File: config.mk
export PLATFORM = sky130hd
export DESIGN_NAME = adaptive_line_follower_pid_core
export DESIGN_NICKNAME = d
export VERILOG_FILES = /design/src/rtl/alfp_pkg.sv /design/src/rtl/adaptive_line_follower_pid_core.sv
export VERILOG_INCLUDE_DIRS = /design/src /design/src/rtl
export SDC_FILE = /design/constraint.sdc
export NUM_CORES = 2
export LEC_CHECK = 0
export ABC_AREA = 1
export BUFFER_PORTS_ARGS = -buffer_cell sky130_fd_sc_hd__buf_4
export CAP_MARGIN = 20
export CORE_MARGIN = 3
export CORE_UTILIZATION = 50
export CTS_CLUSTER_SIZE = 24
export DETAILED_ROUTE_END_ITERATION = 6
export GPL_TIMING_DRIVEN = 0
export PLACE_DENSITY_LB_ADDON = 0.05
export SETUP_SLACK_MARGIN = 0.02
export SLEW_MARGIN = 20
export SYNTH_ARGS = -nofsm -noshare
export SYNTH_HDL_FRONTEND = slang
export SYNTH_SLANG_ARGS = --single-unit
File: constraint.sdc
create_clock -name clk -period 38.6 [get_ports clk]
set_input_delay 7.72 -clock clk [delete_from_list [all_inputs] [get_ports clk]]
set_output_delay 7.72 -clock clk [all_outputs]
set_load 0.01 [all_outputs]
File: src/rtl/adaptive_line_follower_pid_core_macros.svh
// Assertion macros used by the RTL of the line follower core.
`ifndef ADAPTIVE_LINE_FOLLOWER_PID_CORE_MACROS_SVH
`define ADAPTIVE_LINE_FOLLOWER_PID_CORE_MACROS_SVH
`ifndef SYNTHESIS
`define ALFP_CHECK(lbl, cond) \
  lbl: assert property (@(posedge clk) disable iff (rst) (cond)) \
    else $error("alfp check failed");
`define ALFP_NEXT(lbl, ante, cons) \
  lbl: assert property (@(posedge clk) disable iff (rst) (ante) |=> (cons)) \
    else $error("alfp sequence check failed");
`else
`define ALFP_CHECK(lbl, cond)
`define ALFP_NEXT(lbl, ante, cons)
`endif
`endif

File: src/rtl/alfp_pkg.sv
package alfp_pkg;

  localparam int SAMPLE_BITS       = 12;
  localparam int INTEGRAL_BITS_DEF = 24;
  localparam int GAIN_BITS         = 24;
  localparam int SPEED_BITS        = 15;
  localparam int OUT_BITS          = 16;
  localparam int THRESH_BITS       = 12;
  localparam int WEIGHT_BITS       = 13;
  localparam int FRAC_BITS         = 12;
  localparam int ERR_BITS          = 15;
  localparam int CFG_INDEX_BITS    = 3;
  localparam int CFG_DATA_BITS     = 24;

  localparam logic [CFG_INDEX_BITS-1:0] REG_GAIN_P      = 3'd0;
  localparam logic [CFG_INDEX_BITS-1:0] REG_GAIN_I      = 3'd1;
  localparam logic [CFG_INDEX_BITS-1:0] REG_GAIN_D      = 3'd2;
  localparam logic [CFG_INDEX_BITS-1:0] REG_BASE_SPEED  = 3'd3;
  localparam logic [CFG_INDEX_BITS-1:0] REG_SPEED_LIMIT = 3'd4;
  localparam logic [CFG_INDEX_BITS-1:0] REG_TO_DARK     = 3'd5;
  localparam logic [CFG_INDEX_BITS-1:0] REG_TO_WHITE    = 3'd6;
  localparam logic [CFG_INDEX_BITS-1:0] REG_SMOOTHING   = 3'd7;

  localparam logic [GAIN_BITS-1:0]   GAIN_P_RESET      = 24'd491520;
  localparam logic [GAIN_BITS-1:0]   GAIN_I_RESET      = 24'd66;
  localparam logic [GAIN_BITS-1:0]   GAIN_D_RESET      = 24'd262144;
  localparam logic [SPEED_BITS-1:0]  BASE_SPEED_RESET  = 15'd12288;
  localparam logic [SPEED_BITS-1:0]  SPEED_LIMIT_RESET = 15'd12288;
  localparam logic [THRESH_BITS-1:0] TO_DARK_RESET     = 12'd2458;
  localparam logic [THRESH_BITS-1:0] TO_WHITE_RESET    = 12'd1638;
  localparam logic [WEIGHT_BITS-1:0] SMOOTHING_RESET   = 13'd410;
  localparam logic [WEIGHT_BITS-1:0] WEIGHT_ONE        = 13'd4096;

  typedef struct packed {
    logic [SAMPLE_BITS-1:0] sensor_far_left;
    logic [SAMPLE_BITS-1:0] sensor_left;
    logic [SAMPLE_BITS-1:0] sensor_center;
    logic [SAMPLE_BITS-1:0] sensor_right;
    logic [SAMPLE_BITS-1:0] sensor_far_right;
  } sensor_t;

  typedef struct packed {
    logic signed [OUT_BITS-1:0] left_wheel_speed;
    logic signed [OUT_BITS-1:0] right_wheel_speed;
    logic                       white_line_active;
  } drive_t;

endpackage

File: src/rtl/adaptive_line_follower_pid_core.sv
// Channel   Signals                                    Direction
// in        in_valid, in_ready, in_data (sensor_t)     sensor beats into the core
// out       out_valid, out_ready, out_data (drive_t)   drive beats out of the core
// cfg       cfg_valid, cfg_ready, cfg_index, cfg_data  register writes, always ready
//
// A beat passes the restoring divider (one quotient bit per cycle, used for the mean and the centroid),
// a 13-step loop that forms the average and the 24-step shift-add gain loop, then returns to idle.
// A new beat is taken in idle even while the previous result waits in the output register.
// A stalled output holds the core in its last step until the result register frees up.
// Synchronous reset restores registers, clears the average and integral, selects white mode.
`include "adaptive_line_follower_pid_core_macros.svh"

module adaptive_line_follower_pid_core import alfp_pkg::*; #(
  parameter int INTEGRAL_BITS = INTEGRAL_BITS_DEF
) (
  input  logic                      clk,
  input  logic                      rst,
  input  logic                      in_valid,
  output logic                      in_ready,
  input  sensor_t                   in_data,
  output logic                      out_valid,
  input  logic                      out_ready,
  output drive_t                    out_data,
  input  logic                      cfg_valid,
  output logic                      cfg_ready,
  input  logic [CFG_INDEX_BITS-1:0] cfg_index,
  input  logic [CFG_DATA_BITS-1:0]  cfg_data
);

  localparam int SUM_BITS   = SAMPLE_BITS + 3;
  localparam int DIV_BITS   = SAMPLE_BITS + 2 + FRAC_BITS;
  localparam int CNT_BITS   = $clog2(DIV_BITS + 1);
  localparam int SACC_BITS  = SAMPLE_BITS + FRAC_BITS + 2;
  localparam int MUL_BITS   = GAIN_BITS + INTEGRAL_BITS + 2;
  localparam int CORR_BITS  = MUL_BITS - 15;
  localparam int CLAMP_BITS = CORR_BITS + 1;

  localparam logic [3:0] ST_IDLE   = 4'd0;
  localparam logic [3:0] ST_MEAN   = 4'd1;
  localparam logic [3:0] ST_SMSET  = 4'd2;
  localparam logic [3:0] ST_SMOOTH = 4'd3;
  localparam logic [3:0] ST_MODE   = 4'd4;
  localparam logic [3:0] ST_ERRSET = 4'd5;
  localparam logic [3:0] ST_ERRDIV = 4'd6;
  localparam logic [3:0] ST_PID    = 4'd7;
  localparam logic [3:0] ST_MULT   = 4'd8;
  localparam logic [3:0] ST_ROUND  = 4'd9;
  localparam logic [3:0] ST_DONE   = 4'd10;

  logic [GAIN_BITS-1:0]   gain_p, gain_i, gain_d;
  logic [SPEED_BITS-1:0]  cruise_speed, speed_limit;
  logic [THRESH_BITS-1:0] to_dark, to_white;
  logic [WEIGHT_BITS-1:0] smoothing_weight;

  logic [SAMPLE_BITS-1:0]          smoothed;
  logic                            white_mode;
  logic signed [INTEGRAL_BITS-1:0] integ;
  logic signed [ERR_BITS-1:0]      prev_err;

  logic [3:0]             state;
  logic [CNT_BITS-1:0]    cnt;
  logic [SAMPLE_BITS-1:0] samp [5];
  logic [SUM_BITS-1:0]    rem;
  logic [SUM_BITS-1:0]    divisor;
  logic [DIV_BITS-1:0]    dq;
  logic                   neg;
  logic signed [SACC_BITS-1:0] sacc, sop;
  logic [WEIGHT_BITS-1:0] wsh;
  logic signed [MUL_BITS-1:0]  macc, op_e, op_i, op_d;
  logic [GAIN_BITS-1:0]   gp_sh, gi_sh, gd_sh;
  logic signed [CORR_BITS-1:0] corr;

  logic [SUM_BITS-1:0]   in_total;
  logic [SUM_BITS+1:0]   trial;
  logic [SAMPLE_BITS-1:0] eff [5];
  logic [SUM_BITS-1:0]   lin_sum;
  logic [SAMPLE_BITS+1:0] pos_sum, neg_sum, mag_w;
  logic [SAMPLE_BITS-1:0] sm_new;
  logic signed [ERR_BITS-1:0]      err_val;
  logic signed [INTEGRAL_BITS:0]   integ_sum;
  logic signed [INTEGRAL_BITS-1:0] integ_sat;
  logic signed [ERR_BITS:0]        dif_val;
  logic signed [MUL_BITS-1:0]      mul_add;
  logic [MUL_BITS-1:0]             mul_mag;
  logic [CORR_BITS-2:0]            rnd;
  logic signed [CLAMP_BITS-1:0]    lim_s, lsp, rsp, lcl, rcl;
  logic                            out_free;

  assign cfg_ready = 1'b1;
  assign in_ready  = (state == ST_IDLE);
  assign out_free  = !out_valid || out_ready;

  always_comb begin
    in_total = SUM_BITS'(in_data.sensor_far_left) + SUM_BITS'(in_data.sensor_left)
             + SUM_BITS'(in_data.sensor_center) + SUM_BITS'(in_data.sensor_right)
             + SUM_BITS'(in_data.sensor_far_right);
    trial = {1'b0, rem, dq[DIV_BITS-1]} - {2'b00, divisor};
    for (int k = 0; k < 5; k++) begin
      eff[k] = white_mode ? ~samp[k] : samp[k];
    end
    lin_sum = SUM_BITS'(eff[0]) + SUM_BITS'(eff[1]) + SUM_BITS'(eff[2])
            + SUM_BITS'(eff[3]) + SUM_BITS'(eff[4]);
    pos_sum = {1'b0, eff[4], 1'b0} + (SAMPLE_BITS+2)'(eff[3]);
    neg_sum = {1'b0, eff[0], 1'b0} + (SAMPLE_BITS+2)'(eff[1]);
    mag_w   = (neg_sum > pos_sum) ? neg_sum - pos_sum : pos_sum - neg_sum;
    sm_new  = sacc[FRAC_BITS +: SAMPLE_BITS];
    err_val = neg ? -$signed({1'b0, dq[ERR_BITS-2:0]}) : $signed({1'b0, dq[ERR_BITS-2:0]});
    integ_sum = (INTEGRAL_BITS+1)'(integ) + (INTEGRAL_BITS+1)'(err_val);
    if (integ_sum[INTEGRAL_BITS] != integ_sum[INTEGRAL_BITS-1]) begin
      integ_sat = integ_sum[INTEGRAL_BITS] ? {1'b1, {(INTEGRAL_BITS-1){1'b0}}}
                                           : {1'b0, {(INTEGRAL_BITS-1){1'b1}}};
    end else begin
      integ_sat = integ_sum[INTEGRAL_BITS-1:0];
    end
    dif_val = (ERR_BITS+1)'(err_val) - (ERR_BITS+1)'(prev_err);
    mul_add = (gp_sh[0] ? op_e : '0) + (gi_sh[0] ? op_i : '0) + (gd_sh[0] ? op_d : '0);
    mul_mag = macc[MUL_BITS-1] ? MUL_BITS'(-macc) : MUL_BITS'(macc);
    rnd     = (CORR_BITS-1)'((mul_mag + MUL_BITS'(32768)) >> 16);
    lim_s   = CLAMP_BITS'({1'b0, speed_limit});
    lsp     = CLAMP_BITS'({1'b0, cruise_speed}) - CLAMP_BITS'(corr);
    rsp     = CLAMP_BITS'({1'b0, cruise_speed}) + CLAMP_BITS'(corr);
    lcl     = (lsp > lim_s) ? lim_s : ((lsp < -lim_s) ? -lim_s : lsp);
    rcl     = (rsp > lim_s) ? lim_s : ((rsp < -lim_s) ? -lim_s : rsp);
  end

  always_ff @(posedge clk) begin
    if (rst) begin
      gain_p           <= GAIN_P_RESET;
      gain_i           <= GAIN_I_RESET;
      gain_d           <= GAIN_D_RESET;
      cruise_speed     <= BASE_SPEED_RESET;
      speed_limit      <= SPEED_LIMIT_RESET;
      to_dark          <= TO_DARK_RESET;
      to_white         <= TO_WHITE_RESET;
      smoothing_weight <= SMOOTHING_RESET;
    end else if (cfg_valid && cfg_ready) begin
      unique case (cfg_index)
        REG_GAIN_P:      gain_p <= cfg_data[GAIN_BITS-1:0];
        REG_GAIN_I:      gain_i <= cfg_data[GAIN_BITS-1:0];
        REG_GAIN_D:      gain_d <= cfg_data[GAIN_BITS-1:0];
        REG_BASE_SPEED:  cruise_speed <= cfg_data[SPEED_BITS-1:0];
        REG_SPEED_LIMIT: speed_limit <= cfg_data[SPEED_BITS-1:0];
        REG_TO_DARK:     to_dark <= cfg_data[THRESH_BITS-1:0];
        REG_TO_WHITE:    to_white <= cfg_data[THRESH_BITS-1:0];
        REG_SMOOTHING:   smoothing_weight <= cfg_data[WEIGHT_BITS-1:0];
        default: ;
      endcase
    end
  end

  always_ff @(posedge clk) begin
    if (rst) begin
      state     <= ST_IDLE;
      out_valid <= 1'b0;
      smoothed  <= '0;
      white_mode <= 1'b1;
      integ     <= '0;
      prev_err  <= '0;
      cnt       <= '0;
    end else begin
      if (out_valid && out_ready && state != ST_DONE) begin
        out_valid <= 1'b0;
      end
      unique case (state) inside
        ST_IDLE: begin
          if (in_valid) begin
            samp[0] <= in_data.sensor_far_left;
            samp[1] <= in_data.sensor_left;
            samp[2] <= in_data.sensor_center;
            samp[3] <= in_data.sensor_right;
            samp[4] <= in_data.sensor_far_right;
            dq      <= {in_total, {(DIV_BITS-SUM_BITS){1'b0}}};
            rem     <= '0;
            divisor <= SUM_BITS'(5);
            cnt     <= CNT_BITS'(SUM_BITS);
            state   <= ST_MEAN;
          end
        end
        ST_MEAN, ST_ERRDIV: begin
          if (!trial[SUM_BITS+1]) begin
            rem <= trial[SUM_BITS-1:0];
          end else begin
            rem <= {rem[SUM_BITS-2:0], dq[DIV_BITS-1]};
          end
          dq  <= {dq[DIV_BITS-2:0], !trial[SUM_BITS+1]};
          cnt <= cnt - 1'b1;
          if (cnt == CNT_BITS'(1)) begin
            state <= (state == ST_MEAN) ? ST_SMSET : ST_PID;
          end
        end
        ST_SMSET: begin
          wsh   <= (smoothing_weight > WEIGHT_ONE) ? WEIGHT_ONE : smoothing_weight;
          sacc  <= SACC_BITS'({smoothed, {FRAC_BITS{1'b0}}}) + SACC_BITS'(2048);
          sop   <= SACC_BITS'(dq[SAMPLE_BITS-1:0]) - SACC_BITS'(smoothed);
          cnt   <= CNT_BITS'(WEIGHT_BITS);
          state <= ST_SMOOTH;
        end
        ST_SMOOTH: begin
          if (wsh[0]) begin
            sacc <= sacc + sop;
          end
          sop   <= sop <<< 1;
          wsh   <= wsh >> 1;
          cnt   <= cnt - 1'b1;
          if (cnt == CNT_BITS'(1)) begin
            state <= ST_MODE;
          end
        end
        ST_MODE: begin
          smoothed <= sm_new;
          if (white_mode && sm_new > to_dark) begin
            white_mode <= 1'b0;
          end else if (!white_mode && sm_new < to_white) begin
            white_mode <= 1'b1;
          end
          state <= ST_ERRSET;
        end
        ST_ERRSET: begin
          neg     <= neg_sum > pos_sum;
          dq      <= {mag_w, {FRAC_BITS{1'b0}}};
          rem     <= '0;
          divisor <= (lin_sum == '0) ? SUM_BITS'(1) : lin_sum;
          cnt     <= CNT_BITS'(DIV_BITS);
          state   <= ST_ERRDIV;
        end
        ST_PID: begin
          integ    <= integ_sat;
          prev_err <= err_val;
          op_e     <= MUL_BITS'(err_val);
          op_i     <= MUL_BITS'(integ_sat);
          op_d     <= MUL_BITS'(dif_val);
          gp_sh    <= gain_p;
          gi_sh    <= gain_i;
          gd_sh    <= gain_d;
          macc     <= '0;
          cnt      <= CNT_BITS'(GAIN_BITS);
          state    <= ST_MULT;
        end
        ST_MULT: begin
          macc  <= macc + mul_add;
          op_e  <= op_e <<< 1;
          op_i  <= op_i <<< 1;
          op_d  <= op_d <<< 1;
          gp_sh <= gp_sh >> 1;
          gi_sh <= gi_sh >> 1;
          gd_sh <= gd_sh >> 1;
          cnt   <= cnt - 1'b1;
          if (cnt == CNT_BITS'(1)) begin
            state <= ST_ROUND;
          end
        end
        ST_ROUND: begin
          corr  <= macc[MUL_BITS-1] ? -$signed({1'b0, rnd}) : $signed({1'b0, rnd});
          state <= ST_DONE;
        end
        ST_DONE: begin
          if (out_free) begin
            out_data.left_wheel_speed  <= lcl[OUT_BITS-1:0];
            out_data.right_wheel_speed <= rcl[OUT_BITS-1:0];
            out_data.white_line_active <= white_mode;
            out_valid <= 1'b1;
            state     <= ST_IDLE;
          end
        end
        default: state <= ST_IDLE;
      endcase
    end
  end

  `ALFP_NEXT(a_accept_starts_mean, in_valid && in_ready, state == ST_MEAN)
  `ALFP_CHECK(a_error_in_range, state != ST_PID || dq <= DIV_BITS'(8192))
  `ALFP_CHECK(a_average_fits, state != ST_MODE || sacc[SACC_BITS-1:FRAC_BITS+SAMPLE_BITS] == '0)
  `ALFP_NEXT(a_stall_holds_done, state == ST_DONE && out_valid && !out_ready, state == ST_DONE)

endmodule

* After elaboration in Yosys (flattened, before gate mapping)
Memories as Yosys holds them, arrays and structs flattened. Index checks and enable logic that the tools add are counted.
Cells by class: $add $sub $neg 29, multipliers 0, divide/modulo/power cells 0, order comparisons 8, eq/ne operators 26, shift operators 0, muxes and demuxes 56, bitwise operators 6, reduce and logical (&&, ||, !) cells 38
Operator list (number):
- $pmux W50 S2 | 4
- $mux W50 | 4
- $add A50 B50 Y50 | 3
- $pmux W24 S2 | 3
- $mux W15 | 7
- $pmux W26 S2 | 2
- $pmux W26 S3 | 1
- $gt A36 B16 Y1 | 2
- $lt A36 B36 Y1 | 2
- $mux W12 | 5
- $not A12 Y12 | 5
- $add A13 B12 Y14 | 4
- $mux W26 | 2
- $add A50 B16 Y50 const B | 1
- $neg A50 Y50 | 1
- $mux W24 | 2
- $pmux W15 S3 | 1
- $pmux W4 S10 | 1
- $add A16 B35 Y36 | 1
- $neg A15 Y36 | 1
- $sub A16 B35 Y36 | 1
- $neg A34 Y35 | 1
- $mux W34 | 1
- $mux W16 | 2
- 51 further kinds | 106
Storage, ports and cells: flip-flop bits (word level) 663, latch bits 0, memory bits (writable) 60, memory bits (read-only) 0, bits of input ports 92, output and inout bits 36, word-level logic and storage cells 200, memories 1
Memory list:
- samp | words 5, width 12, read ports 5, clocked after Yosys merged registers in 0, wr ports 5, RTL line adaptive_line_follower_pid_core.sv:62 | logic [SAMPLE_BITS-1:0] samp [5];

* Logic depth before layout (Yosys ltp)
An unclocked memory read counts as a cell.
depth after elaboration 10, gate-level depth with buffers 32, mapped depth without buffers 31

* Worst setup path before layout
No wires, ideal clock.
path kind input port to flip-flop, start in rst, end reg gd_sh[0], enable pin, setup time 0.996 ns, arrival time 21.321 ns, required time 37.604 ns, setup slack 16.283 ns, stages on the path 4, path buffers 3, path through clkbuf_1 > clkbuf_1 > clkbuf_1 > a21oi_1
Between the ends: longest elaborated chain between the ends 2
Ends and longest elaborated chain:
- start, declared | RTL line adaptive_line_follower_pid_core.sv:17 | input logic rst,
- $not A1 Y1 (no source line)
- $reduce_and A2 Y1 (no source line)
- end signal, assigned | RTL line adaptive_line_follower_pid_core.sv:234 | gd_sh <= gain_d;
- end signal, assigned | RTL line adaptive_line_follower_pid_core.sv:246 | gd_sh <= gd_sh >> 1;
- end, declared | RTL line adaptive_line_follower_pid_core.sv:70 | logic [GAIN_BITS-1:0] gp_sh, gi_sh, gd_sh;
Every way passes these cells. A chain may end at the register's enable or synchronous reset.

* Worst setup path after layout
start in in_data[1] (netlist bit), end reg dq[24] (data pin)
Between the ends: longest elaborated chain between the ends 3
Ends and longest elaborated chain:
- start, declared | RTL line adaptive_line_follower_pid_core.sv:20 | input sensor_t in_data,
- $add A15 B12 Y15 | RTL line adaptive_line_follower_pid_core.sv:96 | + SUM_BITS'(in_data.sensor_far_right);
- $mux W26 | RTL line adaptive_line_follower_pid_core.sv:166 | if (in_valid) begin
- $pmux W26 S3 | RTL line adaptive_line_follower_pid_core.sv:164 | unique case (state) inside
- end signal, assigned | RTL line adaptive_line_follower_pid_core.sv:172 | dq <= {in_total, {(DIV_BITS-SUM_BITS){1'b0}}};
- end signal, assigned | RTL line adaptive_line_follower_pid_core.sv:185 | dq <= {dq[DIV_BITS-2:0], !trial[SUM_BITS+1]};
- end signal, assigned | RTL line adaptive_line_follower_pid_core.sv:220 | dq <= {mag_w, {FRAC_BITS{1'b0}}};
- end, declared | RTL line adaptive_line_follower_pid_core.sv:65 | logic [DIV_BITS-1:0] dq;
Every way passes these cells. The select of a mux whose other input is x is not followed.

==> summary.md <==
| Metric | Value |
|---|---|
| Outcome | `finished clean` |
| Share of cells above drive strength 1 | `0.0729` |
| H-tree depth | `3` |
| Post-CTS Repair Setup Buffers | `0` |
| Gpl congestion | `0.943` |
| Syn Inst Count | `6710` |
| Setup TNS | `0 ns` |
| Die Y | `332 um` |
| Clk Latency, worst-skew pair | `0.69 ns` |
| P&R area growth vs syn | `11.5%` |
| Post-route ant nets | `0` |
| Max Cap Violations | `0` |
| Mapped Avg Cell Area | `7.91 um2` |
| CTS tree | `built` |
| Site Rows | `118` |
| Multi-input gate area | `0.0292 mm2` |
| Post-route minimum period | `11.70 ns` |
| FF/Latch Area | `0.0196 mm2` |
| GRT Total Usage | `0.269` |
| Nets@finish | `7590` |
| GRT met3 Usage | `0.0306` |
| Most Crowded Layer GR | `met2` |
| Largest net degree at the start of global routing | `31` |
| Global route overflow | `0` |
| Ys async rst share | `0` |
| Die area | `0.110 mm2` |
| Net Sw Power | `0.00147 W` |
| Crit path arrival time | `12.09 ns` |
| CP endpoint kind | `register` |
| Clk pwr share | `0.238` |
| Worst-path fanout max | `3` |
| Syn nets | `7360` |
| Cell Pwr Density | `59.4 mW/mm2` |
| Crit path from | `in_data[1]` |
| M1 GR Usage | `0.383` |
| Final HPWL DP | `119 mm` |
| Power share of the combinational group | `0.469` |
| Measured slew at the worst slew-check pin | `1.15 ns` |
| R2R Path Start | `white_mode` |
| Vias in the first global route | `43100` |
| GR Util met2 | `0.441` |
| DRT Pass-1 Iters | `6` |
| Cts repair resizes | `0` |
| Clk sink count | `719` |
| Filler cells | `9891` |
| # placed instances | `8234` |
| Synth top area share | `0.293` |
| Synth top cells by count | `nand2_1 (1625), inv_1 (894), nor2_1 (671)` |
| CP Data Required Time | `38.99 ns` |
| Sw frac | `0.418` |
| Static leakage | `27.5 nW` |
| # DRC | `0` |
| Syn. warnings | `0` |
| Clk pin slew, worst setup/hold paths | `0.06 ns` |
| Port bufs | `113` |
| Core ar. | `0.104 mm2` |
| Post-Layout Cell Count | `8390` |
| Post-synth EDFFs | `518` |
| Yosys reg bits | `719` |
| Total CTS buffers | `84` |
| Worst clock skew | `0.0680 ns` |
| Max VDD drop | `42.2 uV` |
| Initial antenna violation count | `2` |
| Iter 0 DRT Violations | `3187` |
| Area leader, netlist | `edfxtp_1` |
| Die W | `332 um` |
| Cell variety after synth | `70` |
| Root Buffer | `clkbuf_16` |
| Hold Crit Start | `white_mode` |
| Clock Path Buffers | `3` |
| Drt wl/cell | `17.9 um` |
| First-pass GRT wire length | `239 mm` |
| Int Pwr | `0.00204 W` |
| Worst hold-check path type | `reg2reg` |
| Fmax | `0.0854 GHz` |
| CP startpoint kind | `primary input` |
| WHS | `0.445 ns` |
| Dominant cells by area after synthesis | `edfxtp_1 (29%), nand2_1 (11%), ha_1 (8.9%), dfxtp_1 (7.6%), fa_1 (6.8%)` |
| Max-slew violation count | `0` |
| Vias per cell | `5.31` |
| Mapped Area | `0.0531 mm2` |
| Kind of critical path | `in2reg` |
| Endpoints failing setup | `0` |
| Seq/Total Area, Yosys | `0.369` |
| Top_reg_cell synth | `edfxtp_1` |
| Final period util | `0.303` |
| Slew headroom | `0.236` |
| Post-CTS Hold Fix Bufs | `0` |
| Most numerous cell in the Yosys netlist | `nand2_1` |
| Initial cell density of the core | `0.509` |
| I/O pin total | `128` |
| Detailed-route wire length | `150 mm` |
| Fin. Hold Viols | `0` |
| Sequential Power Share | `0.293` |
| RSZ-0062 raised after global routing | `no` |
| Vias | `44500` |
==> flip-flops by register name (all words and copies together), names as in the netlist, 15 cells and up <==
signal and flops:
dq 26, samp 60, gain_d 24, sop 24, prev_err 15, out_data 33, gain_i 24, divisor 15
rem 15, gp_sh 24, op_d 50, op_e 50, speed_limit 15, macc 50, gd_sh 24, op_i 50
corr 35, gi_sh 24, gain_p 24, cruise_speed 15, sacc 24, integ 24
==> power groups by stage <==
stage	combinational [W]	clock, W	sequential, W
2_1_floorplan	0.00120	0	0.00104
5_1_grt	0.00188	0.000883	0.00104
6_report	0.00165	0.000836	0.00103
3_5_place_dp	0.00163	0	0.00104
4_1_cts	0.00164	0.000852	0.00103
3_3_place_gp	0.00159	0	0.00108
==> cell type report <==
class | count | area share
Antenna cell | 1 | 0.0000423
Buffer | 224 | 0.0152
Clock buffer | 102 | 0.0379
Clock inverter | 53 | 0.0111
Inverter | 919 | 0.0583
Multi-Input combinational cell | 4848 | 0.494
Sequential cell | 719 | 0.331
Tap cell | 1380 | 0.0292
Timing Repair Buffer | 144 | 0.0238
==> cells in the final DEF, fill, tap and decap left out, types with 15 or more instances in the layout <==
| cell type | netlist | layout |
|---|---|---|
| xnor2_1 | 101 | 101 |
| a31oi_1 | 48 | 47 |
| clkbuf_16 | 0 | 85 |
| o211ai_1 | 37 | 37 |
| dfxtp_1 | 201 | 201 |
| nor2_1 | 671 | 669 |
| nor2_4 | 15 | 17 |
| nor3_1 | 69 | 68 |
| nand3b_1 | 15 | 15 |
| clkinv_1 | 3 | 16 |
| or2_2 | 15 | 15 |
| buf_2 | 25 | 30 |
| o21a_1 | 34 | 33 |
| o21ai_0 | 433 | 433 |
| edfxtp_1 | 518 | 518 |
| inv_2 | 22 | 22 |
| inv_1 | 894 | 894 |
| a21oi_1 | 467 | 465 |
| fa_1 | 179 | 179 |
| xor2_1 | 145 | 145 |
| o21bai_1 | 21 | 21 |
| ha_1 | 379 | 379 |
| nand2_2 | 61 | 61 |
| buf_1 | 26 | 26 |
| nand4_1 | 56 | 56 |
| clkbuf_1 | 167 | 177 |
| nor2_2 | 26 | 26 |
| a211oi_1 | 16 | 15 |
| buf_4 | 3 | 120 |
| nand3_1 | 273 | 273 |
| nand2_4 | 15 | 15 |
| nand2_1 | 1625 | 1625 |
==> routing by layer <==
| layer | wire (um) | part of all wire |
|---|---|---|
| met5 | 0 | 0 |
| met4 | 2970 | 0.020 |
| met3 | 7510 | 0.050 |
| met2 | 68700 | 0.46 |
| met1 | 71000 | 0.47 |
==> through the flow <==
stage          area [um2]  utilization  power (W)  setup WS (ns)
2_1_floorplan       53100            -    0.00224          16.28
3_3_place_gp        55700        0.533    0.00267           9.19
3_5_place_dp        56300        0.539    0.00268          26.27
4_1_cts             59200        0.567    0.00352          26.98
5_1_grt             59200        0.567    0.00380          26.52
6_report            59200        0.567    0.00351          26.90
==> cells by family after synthesis <==
family                     Yosys count  share of synthesized area
other                                1                  0.0000706
adders and majority gates          558                      0.157
muxes                                3                   0.000566
buffers and inverters             1143                     0.0819
xor gates and xnor gates           246                     0.0406
AOI/OAI and AO/OA                 1142                      0.118
and+or+nand+nor                   2898                      0.233
DFF                                719                      0.369
==> critical path, cell delays in order <==
cell and delay [ns]:
buf_4 0.12, fa_1 0.51, fa_1 0.51, inv_1 0.06
fa_1 0.44, inv_1 0.08, ha_1 0.21, inv_1 0.07
fa_1 0.41, o21ai_0 0.31, a21oi_1 0.17, o21ai_0 0.30
a31oi_1 0.19, o21ai_0 0.24, nand2_1 0.13, nand2_1 0.08
a21oi_1 0.07, o21ai_0 0.35, nand3_1 0.12
==> final timing paths <==
path,depth (start not counted),slack [ns],end
setup / recovery,19,26.90,dq[24]
hold / removal,0,0.45,out_data[0]
setup reg to reg,25,30.88,divisor[3]
hold reg to reg,0,0.45,out_data[0]
Power figures use the tool's default switching activity.
